### src/design/iort_pkg.sv
package iort_pkg;

  localparam int unsigned Depth = 16;
  localparam int unsigned TagBits = 8;
  localparam int unsigned TagSpace = 2 ** TagBits;
  localparam int unsigned Capacity = (Depth < TagSpace) ? Depth : TagSpace;
  localparam int unsigned SlotBits = $clog2(Depth);
  localparam int unsigned CntBits = $clog2(Capacity + 1);

  localparam int unsigned TagFieldBits = 8;
  localparam int unsigned CntFieldBits = 5;

  typedef enum logic {
    OP_ENQ     = 1'b0,
    OP_RELEASE = 1'b1
  } op_e;

  typedef enum logic [2:0] {
    STATUS_ENQ     = 3'd0,
    STATUS_RETIRE  = 3'd1,
    STATUS_DONE    = 3'd2,
    STATUS_INVALID = 3'd3,
    STATUS_FULL    = 3'd4
  } status_e;

  typedef struct packed {
    op_e                     op;
    logic [TagFieldBits-1:0] tag;
  } req_t;

  typedef struct packed {
    status_e                 status;
    logic [TagFieldBits-1:0] assigned_tag;
    logic [TagFieldBits-1:0] oldest_tag;
    logic [CntFieldBits-1:0] freed_count;
    logic [CntFieldBits-1:0] occupancy;
  } rsp_t;

endpackage

### src/design/in_order_retire_tracker_unit.sv
// In-order retire tracker. Tags are handed out in order, entries may finish
// out of order, and entries are freed strictly in order.
// A command beat is taken on req_i when start_i is high and busy_o is low.
// An enqueue takes the tail tag, while a release either frees the oldest
// entry or marks a younger outstanding entry as done.
// Every beat gives exactly one result on rsp_o, marked by result_valid_o for
// a single cycle; the receiver cannot stall, so nothing is held back.
// Enqueues, refused commands, out-of-order releases and a release of the
// oldest tag that leaves the ring empty give their result in the cycle after
// the command beat, and a new beat may come in that same cycle.
// Otherwise a release of the oldest tag reads the pending flag memory at the
// new head, one entry per cycle, freeing done entries until it finds a
// pending one or the ring is empty, so up to 15 entries beyond the oldest
// are freed. The result is registered once the ring ends up empty or a
// pending entry stops the scan; the scan speed is set by the single read
// port of the flag memory.
// busy_o is high while that scan runs.
// Reset empties the ring and sets both head and tail to tag zero. The flag
// memory needs no clearing, because a flag is always written at enqueue
// before it can be read.
module in_order_retire_tracker_unit (
  input  logic          clk_i,
  input  logic          rst_ni,
  input  logic          start_i,
  output logic          busy_o,
  input  iort_pkg::req_t req_i,
  output logic          result_valid_o,
  output iort_pkg::rsp_t rsp_o
);

  typedef enum logic [1:0] {
    ST_IDLE = 2'b01,
    ST_SCAN = 2'b10
  } state_e;

  state_e                          state_q, state_d;
  logic [iort_pkg::TagBits-1:0]    head_q, head_d;
  logic [iort_pkg::TagBits-1:0]    tail_q, tail_d;
  logic [iort_pkg::CntBits-1:0]    cnt_q, cnt_d;
  logic [iort_pkg::CntBits-1:0]    freed_q, freed_d;
  logic                            valid_q, valid_d;
  iort_pkg::rsp_t                  rsp_q, rsp_d;

  logic                            mem_q [iort_pkg::Depth];
  logic                            rdata_q;
  logic                            we;
  logic [iort_pkg::SlotBits-1:0]   waddr;
  logic                            wdata;

  logic [iort_pkg::TagBits-1:0]    offset;
  logic                            invalid;
  iort_pkg::status_e               status;
  logic [iort_pkg::TagBits-1:0]    assigned;

  assign offset  = req_i.tag[iort_pkg::TagBits-1:0] - head_q;
  assign invalid = (cnt_q == '0) || (offset >= iort_pkg::TagBits'(cnt_q));

  always_comb begin
    state_d  = state_q;
    head_d   = head_q;
    tail_d   = tail_q;
    cnt_d    = cnt_q;
    freed_d  = freed_q;
    valid_d  = 1'b0;
    rsp_d    = rsp_q;
    we       = 1'b0;
    waddr    = tail_q[iort_pkg::SlotBits-1:0];
    wdata    = 1'b1;
    status   = iort_pkg::STATUS_INVALID;
    assigned = '0;

    unique case (state_q)
      ST_IDLE: begin
        if (start_i) begin
          freed_d = '0;
          unique case (req_i.op)
            iort_pkg::OP_ENQ: begin
              valid_d = 1'b1;
              if (cnt_q >= iort_pkg::CntBits'(iort_pkg::Capacity)) begin
                status = iort_pkg::STATUS_FULL;
              end else begin
                we       = 1'b1;
                assigned = tail_q;
                tail_d   = tail_q + 1'b1;
                cnt_d    = cnt_q + 1'b1;
                status   = iort_pkg::STATUS_ENQ;
              end
            end
            iort_pkg::OP_RELEASE: begin
              if (invalid) begin
                valid_d = 1'b1;
                status  = iort_pkg::STATUS_INVALID;
              end else if (offset == '0) begin
                head_d  = head_q + 1'b1;
                cnt_d   = cnt_q - 1'b1;
                freed_d = iort_pkg::CntBits'(1);
                status  = iort_pkg::STATUS_RETIRE;
                if (cnt_d == '0) begin
                  valid_d = 1'b1;
                end else begin
                  state_d = ST_SCAN;
                end
              end else begin
                we      = 1'b1;
                waddr   = req_i.tag[iort_pkg::SlotBits-1:0];
                wdata   = 1'b0;
                valid_d = 1'b1;
                status  = iort_pkg::STATUS_DONE;
              end
            end
            default: begin
              valid_d = 1'b1;
            end
          endcase
        end
      end
      ST_SCAN: begin
        status = iort_pkg::STATUS_RETIRE;
        if (!rdata_q) begin
          head_d  = head_q + 1'b1;
          cnt_d   = cnt_q - 1'b1;
          freed_d = freed_q + 1'b1;
          if (cnt_d == '0) begin
            valid_d = 1'b1;
            state_d = ST_IDLE;
          end
        end else begin
          valid_d = 1'b1;
          state_d = ST_IDLE;
        end
      end
      default: begin
        state_d = ST_IDLE;
      end
    endcase

    if (valid_d) begin
      rsp_d.status       = status;
      rsp_d.assigned_tag = iort_pkg::TagFieldBits'(assigned);
      rsp_d.oldest_tag   = iort_pkg::TagFieldBits'(head_d);
      rsp_d.freed_count  = iort_pkg::CntFieldBits'(freed_d);
      rsp_d.occupancy    = iort_pkg::CntFieldBits'(cnt_d);
    end
  end

  always_ff @(posedge clk_i) begin
    if (we) begin
      mem_q[waddr] <= wdata;
    end
    rdata_q <= mem_q[head_d[iort_pkg::SlotBits-1:0]];
  end

  always_ff @(posedge clk_i or negedge rst_ni) begin
    if (!rst_ni) begin
      state_q <= ST_IDLE;
      head_q  <= '0;
      tail_q  <= '0;
      cnt_q   <= '0;
      freed_q <= '0;
      valid_q <= 1'b0;
    end else begin
      state_q <= state_d;
      head_q  <= head_d;
      tail_q  <= tail_d;
      cnt_q   <= cnt_d;
      freed_q <= freed_d;
      valid_q <= valid_d;
    end
  end

  always_ff @(posedge clk_i) begin
    rsp_q <= rsp_d;
  end

  assign busy_o         = (state_q == ST_SCAN);
  assign result_valid_o = valid_q;
  assign rsp_o          = rsp_q;

endmodule

### config.mk
export PLATFORM = sky130hd
export DESIGN_NAME = in_order_retire_tracker_unit
export DESIGN_NICKNAME = d
export VERILOG_FILES = /design/src/design/iort_pkg.sv /design/src/design/in_order_retire_tracker_unit.sv
export SDC_FILE = /design/constraint.sdc
export NUM_CORES = 1
export LEC_CHECK = 0
export BUFFER_PORTS_ARGS = -buffer_cell sky130_fd_sc_hd__buf_2
export CAP_MARGIN = 20
export CORE_MARGIN = 1.5
export CORE_UTILIZATION = 30
export DETAILED_ROUTE_END_ITERATION = 16
export GPL_TIMING_DRIVEN = 0
export PLACE_DENSITY = 0.54
export SYNTH_ARGS = -nofsm -noshare
export SYNTH_HDL_FRONTEND = slang
export SYNTH_SLANG_ARGS = --single-unit
### constraint.sdc
create_clock -name clk_i -period 13.3 [get_ports clk_i]
set_input_delay 1.995 -clock clk_i [delete_from_list [all_inputs] [get_ports clk_i]]
set_output_delay 1.995 -clock clk_i [all_outputs]
set_load 0.02 [all_outputs]
Word-level counts from Yosys, hierarchy flattened

Memories as Yosys holds them, arrays and structs flattened. A register that Yosys moved wholly into a read port is not among the register bits.
Cells that the tools add are included.

Latch bits: 0
Memory bits (read-only): 0
Flip-flop bits (word level): 58
Input port bits: 12
RAM bits: 16
Memories kept: 1

$add $sub $neg: 6
Bitwise gates (word level): 4
Multiplexer cells: 58
Reductions and logical operators: 7
Eq/ne operators: 8
Magnitude comparators: 2
Div/mod/pow operators: 0
Shift operators: 0
Multipliers: 0

Memories:

| name  | words | width | read ports | clocked after Yosys merged registers in | write ports | line                               | RTL |
|---|---|---|---|---|---|---|---|
| mem_q | 16    | 1     | 1          | 1                                       | 1           | in_order_retire_tracker_unit.sv:44 | `logic mem_q [iort_pkg::Depth];` |

Operator list:

| cell                  | count |
|---|---|
| $mux W8               | 5 |
| $mux W5               | 7 |
| $pmux W5 S2           | 3 |
| $mux W1               | 20 |
| $mux W4               | 5 |
| $mux W2               | 9 |
| $add A8 B1 Y8 const B | 2 |
| $pmux W8 S2           | 1 |
| $pmux W3 S2           | 2 |
| $add A5 B1 Y5 const B | 2 |
| $logic_not A5 Y1      | 2 |
| $ne A2 B2 Y1 const B  | 5 |
| $ge A8 B5 Y1          | 1 |
| $logic_not A8 Y1      | 1 |
| $sub A8 B8 Y8         | 1 |
| $mux W3               | 2 |
| $pmux W1 S2           | 3 |
| $reduce_and A6 Y1     | 1 |
| $ge A5 B5 Y1 const B  | 1 |
| $sub A5 B1 Y5 const B | 1 |
| $not A1 Y1            | 4 |
| $pmux W2 S2           | 1 |
| $reduce_and A4 Y1     | 1 |
| $reduce_or A4 Y1      | 1 |
| other kinds (4)       | 4 |

Logic depth before layout (Yosys ltp)

Depth in word-level cells: 9
Mapped depth: 19
Depth with buffers taken out: 18

Worst setup path before layout

No wires, ideal clock.

Path type: in2reg
Start point: input port req_i[0] (netlist bit)
End point: register rsp_q, in the netlist rsp_o[0], enable pin
Arrival time: 5.488 ns
Library setup time: 0.426 ns
Path slack: 7.386 ns
Path buffers: 0
Stages: 14
Cells stage by stage: inv_1 -> ha_1 -> inv_1 -> fa_1 -> a21o_1 -> a21oi_1 -> xor2_1 -> inv_1 -> ha_1 -> a211o_4 -> nor3_4 -> nand3_2 -> o21bai_1 -> a21oi_1

Cells in the longest elaborated chain, start to end: 7
Elaborated cells on any way between the ends: 9
Those cells by class: 1 x add/sub; 1 x order compare; 5 x mux; 2 x reduce/logical

RTL lines:

| element                                          | line                                                                   | RTL |
|---|---|---|
| start, declared                                  | in_order_retire_tracker_unit.sv:26                                     | `input iort_pkg::req_t req_i,` |
| $sub A8 B8 Y8 (*)                                | in_order_retire_tracker_unit.sv:55                                     | `assign offset = req_i.tag[iort_pkg::TagBits-1:0] - head_q;` |
| $ge A8 B5 Y1 or $logic_not A8 Y1 (tied branches) | in_order_retire_tracker_unit.sv:56, in_order_retire_tracker_unit.sv:93 |  |
| $logic_or A1 B1 Y1 or $mux W1 (tied branches)    | in_order_retire_tracker_unit.sv:56, in_order_retire_tracker_unit.sv:93 |  |
| $mux W1 (*)                                      | in_order_retire_tracker_unit.sv:90                                     | `if (invalid) begin` |
| $pmux W1 S2 (*)                                  | in_order_retire_tracker_unit.sv:76                                     | `unique case (req_i.op)` |
| $mux W1 (*)                                      | in_order_retire_tracker_unit.sv:74                                     | `if (start_i) begin` |
| $pmux W1 S2 (*)                                  | in_order_retire_tracker_unit.sv:72                                     | `unique case (state_q)` |
| via valid_d                                      | in_order_retire_tracker_unit.sv:41                                     | `logic valid_q, valid_d;` |
| end signal, assigned                             | in_order_retire_tracker_unit.sv:172                                    | `rsp_q <= rsp_d;` |
| end, declared                                    | in_order_retire_tracker_unit.sv:42                                     | `iort_pkg::rsp_t rsp_q, rsp_d;` |

The timed path passes the listed nets; every way through them passes the cells marked *.
A chain may end at the register's enable or synchronous reset.

Worst setup path after layout

Start point: input port req_i[1] (netlist bit)
End point: memory mem_q[7], enable pin

Cells in the longest elaborated chain, start to end: 9
Elaborated cells on any way between the ends: 16
Those cells by class: 1 x add/sub; 1 x order compare; 12 x mux; 2 x reduce/logical

RTL lines:

| element                                          | line                                                                   | RTL |
|---|---|---|
| $sub A8 B8 Y8                                    | in_order_retire_tracker_unit.sv:55                                     |  |
| $ge A8 B5 Y1 or $logic_not A8 Y1 (tied branches) | in_order_retire_tracker_unit.sv:56, in_order_retire_tracker_unit.sv:93 |  |
| $logic_or A1 B1 Y1 or $mux W1 (tied branches)    | in_order_retire_tracker_unit.sv:56, in_order_retire_tracker_unit.sv:93 |  |
| $mux W1                                          | in_order_retire_tracker_unit.sv:90                                     |  |
| $pmux W1 S2                                      | in_order_retire_tracker_unit.sv:76                                     |  |
| $mux W1                                          | in_order_retire_tracker_unit.sv:74                                     |  |
| $mux W1                                          | in_order_retire_tracker_unit.sv:72                                     |  |
| $mux W1                                          | in_order_retire_tracker_unit.sv:147                                    | `if (we) begin` |
| $mux W1 (not written as such)                    | in_order_retire_tracker_unit.sv:148                                    | `mem_q[waddr] <= wdata;` |
| end, declared                                    | in_order_retire_tracker_unit.sv:44                                     |  |

Parallel ways exist; a longest one is shown, timed or not.

==> impl_results.md <==
* Tcrit/Tclk final at 44.0%
* Post-Synthesis Cells at roughly 430
* Total CTS buffers at 9
* Largest net degree at the start of global routing at 30
* Post-cts sizing count at 0
* Crit path DAT at 5.96 ns
* Placement row count at 44
* Status: finished, final reports clean
* Commonest non-fill, non-tap cell in the layout: edfxtp_1
* VDD IR max at 0.0631 mV
* Seq/Total Area, Yosys at a little under half
* Clock sink total at between 70 and 80
* Area Overhead vs Synth at 17.2%
* Reg power frac at 35.1%
* Final Hold Viols at 0
* CTS tree: built
* Ys Warns at 0
* Worst reg2reg startpoint: head_q[1]
* Sw Share at a little under two fifths
* Static leakage at between 0.002 and 0.0025 µW
* Unrepaired setup endpoints after global routing: false
* Top_reg_cell synth: edfxtp_1
* Switching power at 343 µW
* # IOs at between 40 and 50
* Crit start category: input pin
* Clk_lat worst skew at between 0.3 and 0.4 ns
* Starting density of the core at between 30% and 40%
* F_max at around 0.17 GHz
* CP Capture Type: register
* Gr usage total at 14.3%
* Mean Syn Cell Area at ~10 µm²
* # fillers at between 1000 and 1500
* FFs w/ async S/R, synth at between 30 and 40%
* # DRC at 0
* CP startpoint: req_i[1]
* Core Region at 14400 µm²
* Clock power share at 26.1%
* Synth area leader: edfxtp_1
* Via/cell ratio at about 5
* Worst reg-to-reg setup slack at 8.70 ns
* Post-place setup slack at 7.13 ns
* Full die area at around 15000 µm²
* Post-CTS Hold Buffers at 0
* I/O Buffers at 40
* Total wire length at ~11 mm
* Clock slew at reported path FFs at 0.06 ns
* Die height at about 120 µm
* Crit path required time at around 13 ns
* Slew Limit Fails at 0
* Worst setup margin at approximately 7.4 ns
* Crit path time final at 5.86 ns
* DR iter-0 viols at roughly 180
* Fraction of layout cells with a size suffix above 1 at 15.4%
* Setup Crit Path Kind: in2reg
* Number of synthesized register bits at 75
* Congestion Overflow GR at 0
* Commonest non-fill, non-tap cells in the layout: 45 x edfxtp_1, 42 x buf_2, 41 x nor2_1, 31 x inv_1, 28 x dfrtp_1
* Share of the synthesized area in the top cell type at ~31%
* CTS max path bufs at 2
* Dpl cell area at 4880 µm²
* Vias in the first global route at 3366
* # diodes at 0
* R2r endpoint: mem_q[7]
* CP Max Fanout at 17
* HPWL after DPL at 7.81 mm
* Final net count at 517
* Routed len/inst at 15.9 µm
* Synth Cell Area at 4410 µm²
* Worst min-delay path class: reg2reg
* Critical Path End: mem_q[7]
* Setup TNS Final at 0 ns
* Post-synth EDFFs at 45
* Routability cong. at roughly 0.87
* Power density over the cells at about 180 nW/µm²
* R2R cell count at 17
* Clk Tree Root Cell: clkbuf_16
* Yosys cell types at 69
* P_int at around 570 µW
* H-Tree Depth at 3
* Clock skew at roughly 0.0074 ns
* Initial antenna violation count at 0
* Via count at approximately 3400
* Comb pwr share at between 30% and 40%
* Setup Fix Bufs, Post-CTS at 0
* 1st-pass router iterations at 4
* Max_cap viols at 0
* Die W at 124 µm
* Sequential cell area at ~2100 µm²
* Multi-input logic area at 2110 µm²
* First-pass GRT wire length at ~17 mm
* Slew @ Worst Pin at 0.720 ns
* Post-Syn Nets at 465
* Number of antenna-violating nets in the routed design at 0
* Worst slew margin at roughly 52%
* Final standard cell area without fillers at ~5200 µm²
* Endpoints failing setup at 0
* Synth top area cells: edfxtp_1 31%, dfrtp_1 16%, ha_1 6.0%, mux2i_1 5.7%, nor2_1 3.5%
==> through the flow <==
stage | hold WS (ns) | power (µW) | cells | utilization (%)
2_1_floorplan | 0.438 | 583 | 431 | -
4_1_cts | 0.468 | 925 | 672 | 35.8
5_1_grt | 0.481 | 976 | 672 | 35.8
6_report | 0.467 | 915 | 672 | 35.8
3_5_place_dp | 0.457 | 682 | 656 | 33.8
3_3_place_gp | 0.452 | 668 | 655 | 33.6
==> state kept, by name, summed over array words and instances (netlist names) <==
register,count
mem_q,16
rsp_o,29
rdata_q,1
state_q,2
freed_q,5
cnt_q,5
tail_q,8
head_q,8
result_valid_o,1
==> metal layers <==
metal	wire, µm	part of all wire (%)	global-route usage [%]
met4	282	2.6	6.90
met1	4930	46	18.4
met3	473	4.4	3.65
met2	4980	47	22.6
met5	0	0	0
==> worst max-delay path: stages <==
cell,delay [ns]
buf_2,0.14
ha_1,0.29
nor2b_1,0.14
o21ai_0,0.19
nor3b_1,0.37
nor2_1,0.10
ha_1,0.20
a2111oi_0,0.36
a21oi_1,0.13
a211o_4,0.40
nor3_4,0.23
nand4_2,0.25
nor2_2,0.22
buf_4,0.19
inv_1,0.21
a31oi_1,0.44
nor2_1,0.11
==> power by group through the flow <==
stage | clock network (µW) | logic (µW) | registers [µW]
after floorplan | 0 | 244 | 340
after global placement | 0 | 343 | 325
after detailed placement | 0 | 356 | 326
after CTS | 246 | 358 | 321
after global routing | 254 | 395 | 327
final | 239 | 356 | 321
==> layout make-up <==
class | instances | area share (%)
Timing Repair Buffer | 41 | 4.40
Buffer | 21 | 1.79
Multi-Input combinational cell | 303 | 40.9
Inverter | 32 | 2.32
Clock inverter | 5 | 1.06
Sequential cell | 75 | 40.6
Tap cell | 184 | 4.45
Clock buffer | 11 | 4.50
==> worst min path at each step <==
| stage | cells after the start | end | slack, ns | from |
|---|---|---|---|---|
| final | 1 | tail_q[4] | 0.47 | tail_q[4] |
| after global routing | 1 | tail_q[4] | 0.48 | tail_q[4] |
| after CTS | 1 | tail_q[4] | 0.47 | tail_q[4] |
| after detailed placement | 1 | tail_q[4] | 0.46 | tail_q[4] |
| after global placement | 1 | tail_q[4] | 0.45 | tail_q[4] |
| after floorplan | 1 | tail_q[7] | 0.44 | tail_q[7] |
==> cell usage after synthesis (all sizes together) (5+ instances only) <==
cell / count
edfxtp: 45
nor2: 42
inv: 31
dfrtp: 28
nand2: 27
mux2i: 25
o21ai: 22
ha: 21
a21oi: 19
clkbuf: 17
nand3: 14
and2: 11
nor3: 10
a31oi: 9
nor3b: 8
xnor2: 8
a21o: 6
and3: 6
nand4: 6
xor2: 6
o221ai: 5
==> kinds of logic (layout without fill, tap and decap cells) <==
kind of cell | Yosys count | in the layout | synth area share [%]
AOI/OAI and AO/OA | 96 | 96 | 15.0
adders and majority gates | 22 | 22 | 6.41
DFF | 75 | 75 | 47.5
buffers and inverters | 53 | 110 | 4.82
and+or+nand+nor | 145 | 145 | 17.4
muxes | 26 | 26 | 5.93
xor gates and xnor gates | 14 | 14 | 2.95
Power figures use the tool's default switching activity.
